==> config.mk <==
export PLATFORM = sky130hd
export DESIGN_NAME = multi_channel_sample_scheduler_flat
export DESIGN_NICKNAME = d
export VERILOG_FILES = /design/src/rtl/mcss_pkg.sv /design/src/rtl/mcss_if.sv /design/src/rtl/mcss_acc_unit.sv /design/src/rtl/multi_channel_sample_scheduler.sv /design/src/flat_wrapper.sv
export SDC_FILE = /design/constraint.sdc
export NUM_CORES = 1
export LEC_CHECK = 0
export ABC_AREA = 1
export BUFFER_PORTS_ARGS = -buffer_cell sky130_fd_sc_hd__clkbuf_2
export CAP_MARGIN = 40
export CORE_AREA = 2 2 202 204
export DETAILED_ROUTE_END_ITERATION = 7
export DIE_AREA = 0 0 204 206
export GPL_TIMING_DRIVEN = 0
export PLACE_DENSITY = 0.56
export SLEW_MARGIN = 5
export SYNTH_ARGS = -nofsm -noshare
export SYNTH_HDL_FRONTEND = slang
export SYNTH_SLANG_ARGS = --single-unit
==> constraint.sdc <==
create_clock -name clk_i -period 13.5 [get_ports clk_i]
set_input_delay 2.7 -clock clk_i [delete_from_list [all_inputs] [get_ports clk_i]]
set_output_delay 2.7 -clock clk_i [all_outputs]
set_load 0.005 [all_outputs]
==> src/rtl/mcss_pkg.sv <==
// Package for the multi-channel sample scheduler.
// Holds widths, reset values, register indexes, sequencer states and result types.
// Depends on nothing; every other file of the block imports it.
package mcss_pkg;

  // Channel count and field widths.
  localparam int unsigned NUM_CHANNELS = 7;
  localparam int unsigned CH_W         = 3;
  localparam int unsigned ACC_W        = 20;
  localparam int unsigned PER_W        = 16;
  localparam int unsigned MASK_W       = 7;
  localparam int unsigned CFG_IDX_W    = 4;
  localparam int unsigned CFG_DATA_W   = 16;

  // Tick length and saturation limit of the accumulators.
  localparam logic [ACC_W:0]   TICK_MS    = 21'd10;
  localparam logic [ACC_W-1:0] ACC_MAX    = 20'hFFFFF;
  localparam logic [PER_W-1:0] PERIOD_RST = 16'd200;

  // Configuration register indexes: the enable mask, then one period per channel.
  localparam logic [CFG_IDX_W-1:0] REG_ENABLE  = 4'd0;
  localparam logic [CFG_IDX_W-1:0] REG_PERIOD0 = 4'd1;

  // Sequencer states, one-hot.
  typedef enum logic [2:0] {
    ST_IDLE  = 3'b001,
    ST_WALK  = 3'b010,
    ST_FLUSH = 3'b100
  } state_e;

  // One trigger result word.
  typedef struct packed {
    logic [CH_W-1:0]  channel;
    logic [ACC_W-1:0] lateness_ms;
    logic             data_taken;
    logic             last_of_tick;
  } res_t;

  // Outcome of the shared accumulate and compare unit for one channel.
  typedef struct packed {
    logic             trig;
    logic [ACC_W-1:0] lateness;
    logic [ACC_W-1:0] acc_next;
  } acc_res_t;

endpackage

==> src/rtl/mcss_if.sv <==
// Handshake interfaces of the sample scheduler: tick words in, trigger words out.
// Depends on mcss_pkg for the payload widths.
interface mcss_in_if;
  import mcss_pkg::*;

  logic              valid;
  logic              ready;
  logic [MASK_W-1:0] ready_mask;

  modport source (output valid, output ready_mask, input ready);
  modport sink (input valid, input ready_mask, output ready);
endinterface

interface mcss_out_if;
  import mcss_pkg::*;

  logic             valid;
  logic             ready;
  logic [CH_W-1:0]  channel;
  logic [ACC_W-1:0] lateness_ms;
  logic             data_taken;
  logic             last_of_tick;

  modport source (output valid, output channel, output lateness_ms, output data_taken,
                  output last_of_tick, input ready);
  modport sink (input valid, input channel, input lateness_ms, input data_taken,
                input last_of_tick, output ready);
endinterface

==> src/rtl/mcss_acc_unit.sv <==
// Shared accumulate, saturate and compare unit, used once per channel step.
// Depends on mcss_pkg for widths, the tick length and the result struct.
module mcss_acc_unit (
  input  logic [mcss_pkg::ACC_W-1:0] elapsed_i,
  input  logic [mcss_pkg::PER_W-1:0] period_i,
  input  logic                       enable_i,
  input  logic                       taken_i,
  output mcss_pkg::acc_res_t         res_o
);
  import mcss_pkg::*;

  logic [ACC_W:0]   sum;
  logic [ACC_W-1:0] acc;
  logic [ACC_W-1:0] per_ext;
  logic [ACC_W-1:0] late;
  logic             trig;

  // Add one tick and saturate at the accumulator maximum.
  assign sum = {1'b0, elapsed_i} + TICK_MS;
  assign acc = sum[ACC_W] ? ACC_MAX : sum[ACC_W-1:0];

  // Compare with the period; the difference is the lateness.
  assign per_ext = {{(ACC_W - PER_W){1'b0}}, period_i};
  assign trig    = enable_i && (acc >= per_ext);
  assign late    = acc - per_ext;

  // A disabled channel holds; the period is consumed only when data was taken.
  always_comb begin
    res_o.trig     = trig;
    res_o.lateness = late;
    if (!enable_i) begin
      res_o.acc_next = elapsed_i;
    end else if (trig && taken_i) begin
      res_o.acc_next = late;
    end else begin
      res_o.acc_next = acc;
    end
  end

endmodule

==> src/rtl/multi_channel_sample_scheduler.sv <==
// Top level of the multi-channel sample scheduler: registers, sequencer, output stage.
// Depends on mcss_pkg, the interfaces in mcss_if.sv and mcss_acc_unit.
//
//   port      dir   word            accepted when
//   in_i      in    ready_mask      in_i.valid && in_i.ready
//   out_o     out   trigger result  out_o.valid && out_o.ready
//   cfg_*     in    register write  cfg_we_i
//
// After a tick is accepted, the walk takes one channel per cycle through the shared add
// and compare unit while the output is not stalled, then flushes the held last result,
// and then returns to idle to accept the next tick.
// Reset clears the accumulators and the enable mask and loads every period with 200.
// A stalled output pauses the channel walk only when a second trigger needs the output.
module multi_channel_sample_scheduler (
  input  logic                            clk_i,
  input  logic                            rst_ni,
  mcss_in_if.sink                         in_i,
  mcss_out_if.source                      out_o,
  input  logic                            cfg_we_i,
  input  logic [mcss_pkg::CFG_IDX_W-1:0]  cfg_idx_i,
  input  logic [mcss_pkg::CFG_DATA_W-1:0] cfg_wdata_i
);
  import mcss_pkg::*;

  state_e            state_q, state_d;
  logic [CH_W-1:0]   idx_q, idx_d;
  logic [MASK_W-1:0] rmask_q, rmask_d;
  logic [MASK_W-1:0] enable_q;
  logic [PER_W-1:0]  period_q [NUM_CHANNELS];
  logic [ACC_W-1:0]  elapsed_q [NUM_CHANNELS];
  res_t              pend_q, pend_d;
  logic              pend_vld_q, pend_vld_d;
  res_t              out_q, out_d;
  logic              out_vld_q, out_vld_d;
  logic              elapsed_we;
  logic              can_push;
  logic              last_ch;
  logic              taken;
  acc_res_t          acc;

  // Configuration registers; writes beyond the list fall through.
  always_ff @(posedge clk_i or negedge rst_ni) begin
    if (!rst_ni) begin
      enable_q <= '0;
      for (int i = 0; i < NUM_CHANNELS; i++) begin
        period_q[i] <= PERIOD_RST;
      end
    end else if (cfg_we_i) begin
      if (cfg_idx_i == REG_ENABLE) begin
        enable_q <= cfg_wdata_i[MASK_W-1:0];
      end
      for (int i = 0; i < NUM_CHANNELS; i++) begin
        if (cfg_idx_i == REG_PERIOD0 + CFG_IDX_W'(i)) begin
          period_q[i] <= cfg_wdata_i[PER_W-1:0];
        end
      end
    end
  end

  // Shared unit works on the channel under the walk index.
  assign taken = rmask_q[idx_q];

  mcss_acc_unit u_acc (
    .elapsed_i (elapsed_q[idx_q]),
    .period_i  (period_q[idx_q]),
    .enable_i  (enable_q[idx_q]),
    .taken_i   (taken),
    .res_o     (acc)
  );

  assign can_push = !out_vld_q || out_o.ready;
  assign last_ch  = (idx_q == CH_W'(NUM_CHANNELS - 1));

  // Sequencer. A trigger is held in the pending register so the final one of a tick can be marked.
  always_comb begin
    state_d    = state_q;
    idx_d      = idx_q;
    rmask_d    = rmask_q;
    pend_d     = pend_q;
    pend_vld_d = pend_vld_q;
    out_d      = out_q;
    out_vld_d  = out_vld_q && !out_o.ready;
    elapsed_we = 1'b0;
    unique case (state_q)
      ST_IDLE: begin
        if (in_i.valid) begin
          rmask_d    = in_i.ready_mask;
          idx_d      = '0;
          pend_vld_d = 1'b0;
          state_d    = ST_WALK;
        end
      end
      ST_WALK: begin
        if (!(acc.trig && pend_vld_q && !can_push)) begin
          elapsed_we = 1'b1;
          if (acc.trig) begin
            if (pend_vld_q) begin
              out_d              = pend_q;
              out_d.last_of_tick = 1'b0;
              out_vld_d          = 1'b1;
            end
            pend_d.channel      = idx_q;
            pend_d.lateness_ms  = acc.lateness;
            pend_d.data_taken   = taken;
            pend_d.last_of_tick = 1'b0;
            pend_vld_d          = 1'b1;
          end
          if (last_ch) begin
            state_d = ST_FLUSH;
          end else begin
            idx_d = idx_q + 1'b1;
          end
        end
      end
      ST_FLUSH: begin
        if (!pend_vld_q) begin
          state_d = ST_IDLE;
        end else if (can_push) begin
          out_d              = pend_q;
          out_d.last_of_tick = 1'b1;
          out_vld_d          = 1'b1;
          pend_vld_d         = 1'b0;
          state_d            = ST_IDLE;
        end
      end
      default: begin
        state_d = ST_IDLE;
      end
    endcase
  end

  // Control registers.
  always_ff @(posedge clk_i or negedge rst_ni) begin
    if (!rst_ni) begin
      state_q    <= ST_IDLE;
      idx_q      <= '0;
      pend_vld_q <= 1'b0;
      out_vld_q  <= 1'b0;
    end else begin
      state_q    <= state_d;
      idx_q      <= idx_d;
      pend_vld_q <= pend_vld_d;
      out_vld_q  <= out_vld_d;
    end
  end

  // Payload registers.
  always_ff @(posedge clk_i) begin
    rmask_q <= rmask_d;
    pend_q  <= pend_d;
    out_q   <= out_d;
  end

  // Elapsed-time accumulators, written back one channel per step.
  always_ff @(posedge clk_i or negedge rst_ni) begin
    if (!rst_ni) begin
      for (int i = 0; i < NUM_CHANNELS; i++) begin
        elapsed_q[i] <= '0;
      end
    end else if (elapsed_we) begin
      elapsed_q[idx_q] <= acc.acc_next;
    end
  end

  // Port drive.
  assign in_i.ready         = (state_q == ST_IDLE);
  assign out_o.valid        = out_vld_q;
  assign out_o.channel      = out_q.channel;
  assign out_o.lateness_ms  = out_q.lateness_ms;
  assign out_o.data_taken   = out_q.data_taken;
  assign out_o.last_of_tick = out_q.last_of_tick;

endmodule

==> src/flat_wrapper.sv <==
// flat-port wrapper written by rule: the top's interface ports become plain ports
module multi_channel_sample_scheduler_flat import mcss_pkg::*;
  (clk_i, rst_ni, cfg_we_i, cfg_idx_i, cfg_wdata_i, in_i_valid, in_i_ready_mask, in_i_ready, out_o_valid, out_o_channel, out_o_lateness_ms, out_o_data_taken, out_o_last_of_tick, out_o_ready);
  mcss_in_if in_i_i ();
  mcss_out_if out_o_i ();
  input  logic clk_i;
  input  logic rst_ni;
  input  logic cfg_we_i;
  input  logic [mcss_pkg::CFG_IDX_W-1:0] cfg_idx_i;
  input  logic [mcss_pkg::CFG_DATA_W-1:0] cfg_wdata_i;
  input wire logic [$bits(in_i_i.valid)-1:0] in_i_valid;
  input wire logic [$bits(in_i_i.ready_mask)-1:0] in_i_ready_mask;
  output wire logic [$bits(in_i_i.ready)-1:0] in_i_ready;
  output wire logic [$bits(out_o_i.valid)-1:0] out_o_valid;
  output wire logic [$bits(out_o_i.channel)-1:0] out_o_channel;
  output wire logic [$bits(out_o_i.lateness_ms)-1:0] out_o_lateness_ms;
  output wire logic [$bits(out_o_i.data_taken)-1:0] out_o_data_taken;
  output wire logic [$bits(out_o_i.last_of_tick)-1:0] out_o_last_of_tick;
  input wire logic [$bits(out_o_i.ready)-1:0] out_o_ready;
  assign in_i_i.valid = in_i_valid;
  assign in_i_i.ready_mask = in_i_ready_mask;
  assign in_i_ready = in_i_i.ready;
  assign out_o_valid = out_o_i.valid;
  assign out_o_channel = out_o_i.channel;
  assign out_o_lateness_ms = out_o_i.lateness_ms;
  assign out_o_data_taken = out_o_i.data_taken;
  assign out_o_last_of_tick = out_o_i.last_of_tick;
  assign out_o_i.ready = out_o_ready;
  multi_channel_sample_scheduler u_core (.clk_i(clk_i), .rst_ni(rst_ni), .in_i(in_i_i), .out_o(out_o_i), .cfg_we_i(cfg_we_i), .cfg_idx_i(cfg_idx_i), .cfg_wdata_i(cfg_wdata_i));
endmodule
* Word level (Yosys, flattened, before mapping)
Cells that the tools add are included.
** Word-level totals
- Output and inout port bits :: 27
- Input bits :: 32
- Logic and storage cells :: 130
- Register bits after elaboration :: 323
** Operators by class
- Bitwise operators :: 2
- Eq/ne operators :: 20
- Order comparisons :: 4
- Reduce and logical (&&, ||, !) cells :: 28
- Mux-type cells :: 46
- $add $sub $neg :: 3
** Operators with widths (number)
- $bwmux 140 :: 1
- $mux 25 :: 5
- $mux 20 :: 6
- $bmux 20 s3 :: 1
- $demux 20 s3 :: 1
- $pmux 25 s2 :: 1
- $bmux 16 s3 :: 1
- $mux 16 :: 2
- $mux 3 :: 8
- $add 20x4->21 const B :: 1
- $ge 20x16->1 :: 1
- $sub 20x16->20 :: 1
- $reduce_and 2->1 :: 9
- $eq 4x3->1 const B :: 4
- $mux 1 :: 14
- $reduce_and 4->1 :: 3
- $pmux 3 s3 :: 1
- $eq 4x2->1 const B :: 2
- $ne 2x1->1 const B :: 4
- $ne 2x2->1 const B :: 4
- $bmux 1 s3 :: 2
- $eq 3x3->1 const B :: 2
- $logic_and 1x1->1 :: 6
- $pmux 3 s2 :: 1
- other kinds (19) :: 22

* Depth between registers and ports, before layout
- Depth after elaboration :: 12
- Gate-level depth with buffers :: 37
- Mapped depth without buffers :: 34

* Hierarchy
A second synthesis with hierarchy kept.
** Unflattened totals
- Cell total of the unflattened synthesis :: 1916
- Area, all modules :: 15616.2 sq um
** Modules (own cells, without submodules)
- multi_channel_sample_scheduler :: cells an instance 1503, area an instance 13431.6 sq um, sequential area each 8390.5 sq um, instances 1
- mcss_acc_unit :: cells an instance 413, area an instance 2184.6 sq um, sequential area each 0.0 sq um, instances 1

* Worst setup path before layout
No wires, ideal clock.
- Path type :: reg2reg
- From :: reg u_core.idx_q[1]
- To :: reg u_core.out_q, in the netlist u_core.out_o.channel[0], enable pin
- Path slack :: 7547 ps
- Period minus slack after synthesis :: 5953 ps
- Data arrival time :: 5515 ps
- Library setup time :: 438 ps
- Stages on the path, launching flop included :: 34
- Data required time :: 13062 ps
- Buffers on the path :: 4
- Path through :: dfrtp_1 buf_4 inv_2 buf_4 nand2_1 nand2_1 nand2_1 nand2_1 nand2_2 nor2_2 nand2_1 nor2_2 nand2_1 buf_2 inv_1 nor2_1 ha_1 inv_1 fa_1 nand3_1 nand2_1 a21oi_1 o21ai_0 nand2_1 o211ai_1 nor2_1 nand3_1 nor2_1 nand2_2 buf_6 o211ai_1 nand2_1 nand2_1 nor3_1
** Between the ends
- Longest elaborated chain between the ends :: 12
- Elaborated cells between the ends (all ways) :: 18
- Classes of those cells :: add/sub (1); order compare (1); eq/ne (2); mux (9); bitwise (1); reduce/logical (4)
** Ends and longest elaborated chain
- start: declaration :: line multi_channel_sample_scheduler.sv:26 : logic [CH_W-1:0] idx_q, idx_d;
- start signal: assignment :: line multi_channel_sample_scheduler.sv:141 : idx_q <= idx_d;
- $not 3->4 (not written as such) :: line multi_channel_sample_scheduler.sv:64, multi_channel_sample_scheduler.sv:65
- $bmux 20 s3 :: line multi_channel_sample_scheduler.sv:64 : .elapsed_i (elapsed_q[idx_q]),
- $mux 20 (not written as such) (2 in a row) :: line multi_channel_sample_scheduler.sv:64
- $add 20x4->21 :: line mcss_acc_unit.sv:19 : assign sum = {1'b0, elapsed_i} + TICK_MS;
- $mux 20 :: line mcss_acc_unit.sv:20 : assign acc = sum[ACC_W] ? ACC_MAX : sum[ACC_W-1:0];
- $ge 20x16->1 :: line mcss_acc_unit.sv:24 : assign trig = enable_i && (acc >= per_ext);
- $logic_and 1x1->1 * :: line mcss_acc_unit.sv:24
- $logic_and 1x1->1 (2 in a row) :: line multi_channel_sample_scheduler.sv:94 : if (!(acc.trig && pend_vld_q && !can_push)) begin
- $ne 2x2->1 (no line)
- $reduce_and 6->1 (no line) *
- end signal: assignment :: line multi_channel_sample_scheduler.sv:151 : out_q <= out_d;
- end: declaration :: line multi_channel_sample_scheduler.sv:33 : res_t out_q, out_d;
Mark *: on every way between the ends. The rest lies on a longest branch, timed or not. The select of a mux whose other input is x is not followed.
A chain may end at the register's enable or synchronous reset.

* Worst setup path in the final report
- From :: reg u_core.idx_q[0]
- To :: reg u_core.out_q, in the netlist u_core.out_o.channel[0], enable pin
Same word-level chain as after synthesis.

==> reports/metrics.cfg <==
[status]
status=complete, no violations

[cells_and_area]
final_cell_mix=nand2_1, dfrtp_1, o21ai_0
final_common_cell=nand2_1
nets=2178
area_growth_syn_to_layout_pct=14.26
fin_cells=2688
diodes=0
num-fill-cells=4045
drive_gt1_frac=0.1229

[logic_synthesis]
syn_area_per_cell_um2=8.008
synth-compound-area-share=0.07951
synth_top_family_by_area=simple AND/OR/NAND/NOR gates
synth_edf_count=56
muxShareOfSynthArea=0
syn_inst=2018
synth_simple_gate_area_share=0.3090
ys_seq_area_frac=0.5192
yosysWarnings=0
ys_ff_latch=323
synth_fa_ha_area_frac=0.01595
synth_xor_xnor_area_share=0.01192
syn_area_um2=16160
syn_nets=2070
synthFlopType=dfrtp_1
ys_async_sr_fraction=0.8266
synth.distinct_cells=53

[drt]
wl_mm=51.08
drc_errors=0
drt_iter0_drc=1114
wl_per_cell_um=19.00
num_vias=13890
drtAntennaViolNets=0
detail_route.first_pass.iterations=5
detail_route.vias_per_cell=5.167

[setup_path]
worstSetupStartpointType=register
path_class=reg -> reg
slowest_stage=a2111oi_0
crit_start=u_core.idx_q[0]
max_stage_delay_ns=0.67
end_kind=register
rr_startpoint=u_core.idx_q[0]
path_max_fanout=13
required_ns=13.77
crit_arrival_ns=6.82
cpMostUsedCell=nand2_1

[global_route]
grt_max_degree=105
antenna_found_initial=0
grt_pass1_wl_mm=78.78
grt_pass1_vias=13500
grt_overflow_total=0
track_usage=0.2487

[cts]
cts_setup_buffers=0
hold_buffers=0
clkTransAtPathRegs_ns=0.06
cts_buffer_depth=3
clock_latency_ns=0.57
ctsResizeCount=0
cts_root_buf=clkbuf_16
cts_tree=done
clock_sinks=323
cts_made_buffers=38
htree_levels=2

[power_and_ir_drop]
clockPowerShare=0.268
sequentialPowerShare=0.332
intPower_mw=2.202
switching_share=0.4159
p_switching_mw=1.568
p_leak_nw=9.337
powerDensity_nw_per_um2=204.2
comb_power_share=0.400
ir_drop_uv=116.8

[die]
die_area_um2=42020
die_y_um=206
ios=59
start_util=0.4022
design.core.area_um2=40180
num_rows=74
die_x_um=204

[placement]
dp_cells=2617
gp_congestion=0.8755
hpwlAfterDp_mm=36.42
io_buffers=58

[hold_path]
hp-class=reg -> reg
hp-start=u_core.pend_q[1]

[sta]
hold_viol=0
fin_crit_sh=0.4852
grt_setup_unrepaired=false
worst_pin_slew_ns=0.9503
period_minus_slack_ns=6.551
max_freq_mhz=152.7
slew_headroom=0.3652
skew_ns=0.03861
setup_viol=0
tns_ns=0
slew_violations=0

[run]
maxCapViolations=0

==> routing by layer <==
layer	global-route usage	wire length, um	share of wire	up-vias
met5	0	0	0	-
met4	0.09317	1855	0.036	0
met3	0.04368	3216	0.063	109
met2	0.4020	23420	0.46	454
met1	0.3351	22590	0.44	6674
li1	-	-	-	6653
==> area by class of cell <==
class	count	area, um2	share of cell area
buffer	86	485.5	0.02629
clock inverter	11	86.33	0.004675
inverter	148	555.5	0.03009
clock buffer	59	1131	0.06125
multi-input combinational	1461	6744	0.3652
tap	532	665.6	0.03605
timing repair buffer	68	406.6	0.02202
sequential	323	8391	0.4544
==> path summary, 6_finish.rpt <==
path	to	slack [ns]	cells past startpoint
min in group asynchronous	u_core.elapsed_q[135]	2.19	1
max in group asynchronous	u_core.period_q[15]	10.24	2
min reg2reg	u_core.out_o.data_taken	0.42	0
min	u_core.out_o.data_taken	0.42	0
max	u_core.out_o.channel[0]	6.95	27
max reg2reg	u_core.out_o.channel[0]	6.95	27
==> power by group through the flow <==
stage,logic (mW),registers (mW),clock network (mW)
floorplan,0.995,1.25,0
global placement,1.46,1.27,0
detailed placement,1.49,1.27,0
CTS,1.50,1.25,1.03
global route,1.66,1.27,1.07
finish,1.51,1.25,1.01
==> metrics by stage <==
step | hold slack [ns] | setup WS [ns] | area, um2 | total power [mW] | util
after floorplan | 0.4003 | 7.547 | 16160 | 2.245 | -
after global placement | 0.4031 | 3.918 | 17120 | 2.729 | 0.4260
after detailed placement | 0.4045 | 7.071 | 17240 | 2.761 | 0.4291
after CTS | 0.4177 | 7.041 | 18460 | 3.775 | 0.4594
after global routing | 0.4239 | 6.382 | 18470 | 3.993 | 0.4595
final | 0.4174 | 6.949 | 18470 | 3.770 | 0.4595
==> cell usage after synthesis, drive strengths merged (2+ instances only) <==
cell     number  area [um2]
nand2       979        3734
dfrtp       245        6131
o21ai       147       739.5
inv         141       529.3
nand3        88       588.1
nor2         81       362.9
edfxtp       56        1682
buf          52       357.8
clkbuf       34       127.6
nand4        30       187.7
a21oi        26       130.1
dfstp        22       578.1
ha           19       237.7
xnor2        12       105.1
a22o         10       87.58
xor2         10       87.58
a221oi        8       70.07
o22ai         8       50.05
clkinv        7       26.28
nor3          7       40.04
a2111oi       6       52.55
o211ai        4       30.03
a22oi         3       22.52
nor4          3       33.78
or2           3       18.77
a211oi        2       15.01
a21o          2       15.01
nand3b        2       15.01
o2111ai       2       17.52
o221ai        2       17.52
==> cell families after synthesis <==
| logic type | count (synthesis) |
|---|---|
| AOI/OAI and AO/OA | 224 |
| DFF | 323 |
| buffers and inverters | 234 |
| xor gates and xnor gates | 22 |
| adders and majority gates | 20 |
| and+or+nand+nor | 1195 |
==> state kept, by name, indices dropped and copies added, names as in the netlist <==
signal                     cells
u_core.elapsed_q             140
u_core.period_q              112
u_core.pend_q                 24
u_core.out_o.lateness_ms      20
u_core.enable_q                7
u_core.rmask_q                 7
u_core.idx_q                   3
u_core.out_o.channel           3
u_core.state_q                 3
u_core.out_o.data_taken        1
u_core.out_o.last_of_tick      1
u_core.out_o.valid             1
u_core.pend_vld_q              1
==> critical path: cells and delay by family (launching register included) <==
family / cells / cell delay [ns]
flip-flops: 1 / 0.54
AND/OR/NAND/NOR: 11 / 1.35
adder cells (fa/ha/maj): 1 / 0.21
buffers and inverters: 9 / 2.36
AO/OA/AOI/OAI: 6 / 1.76
Note: power is estimated with default switching activity, not from simulation.
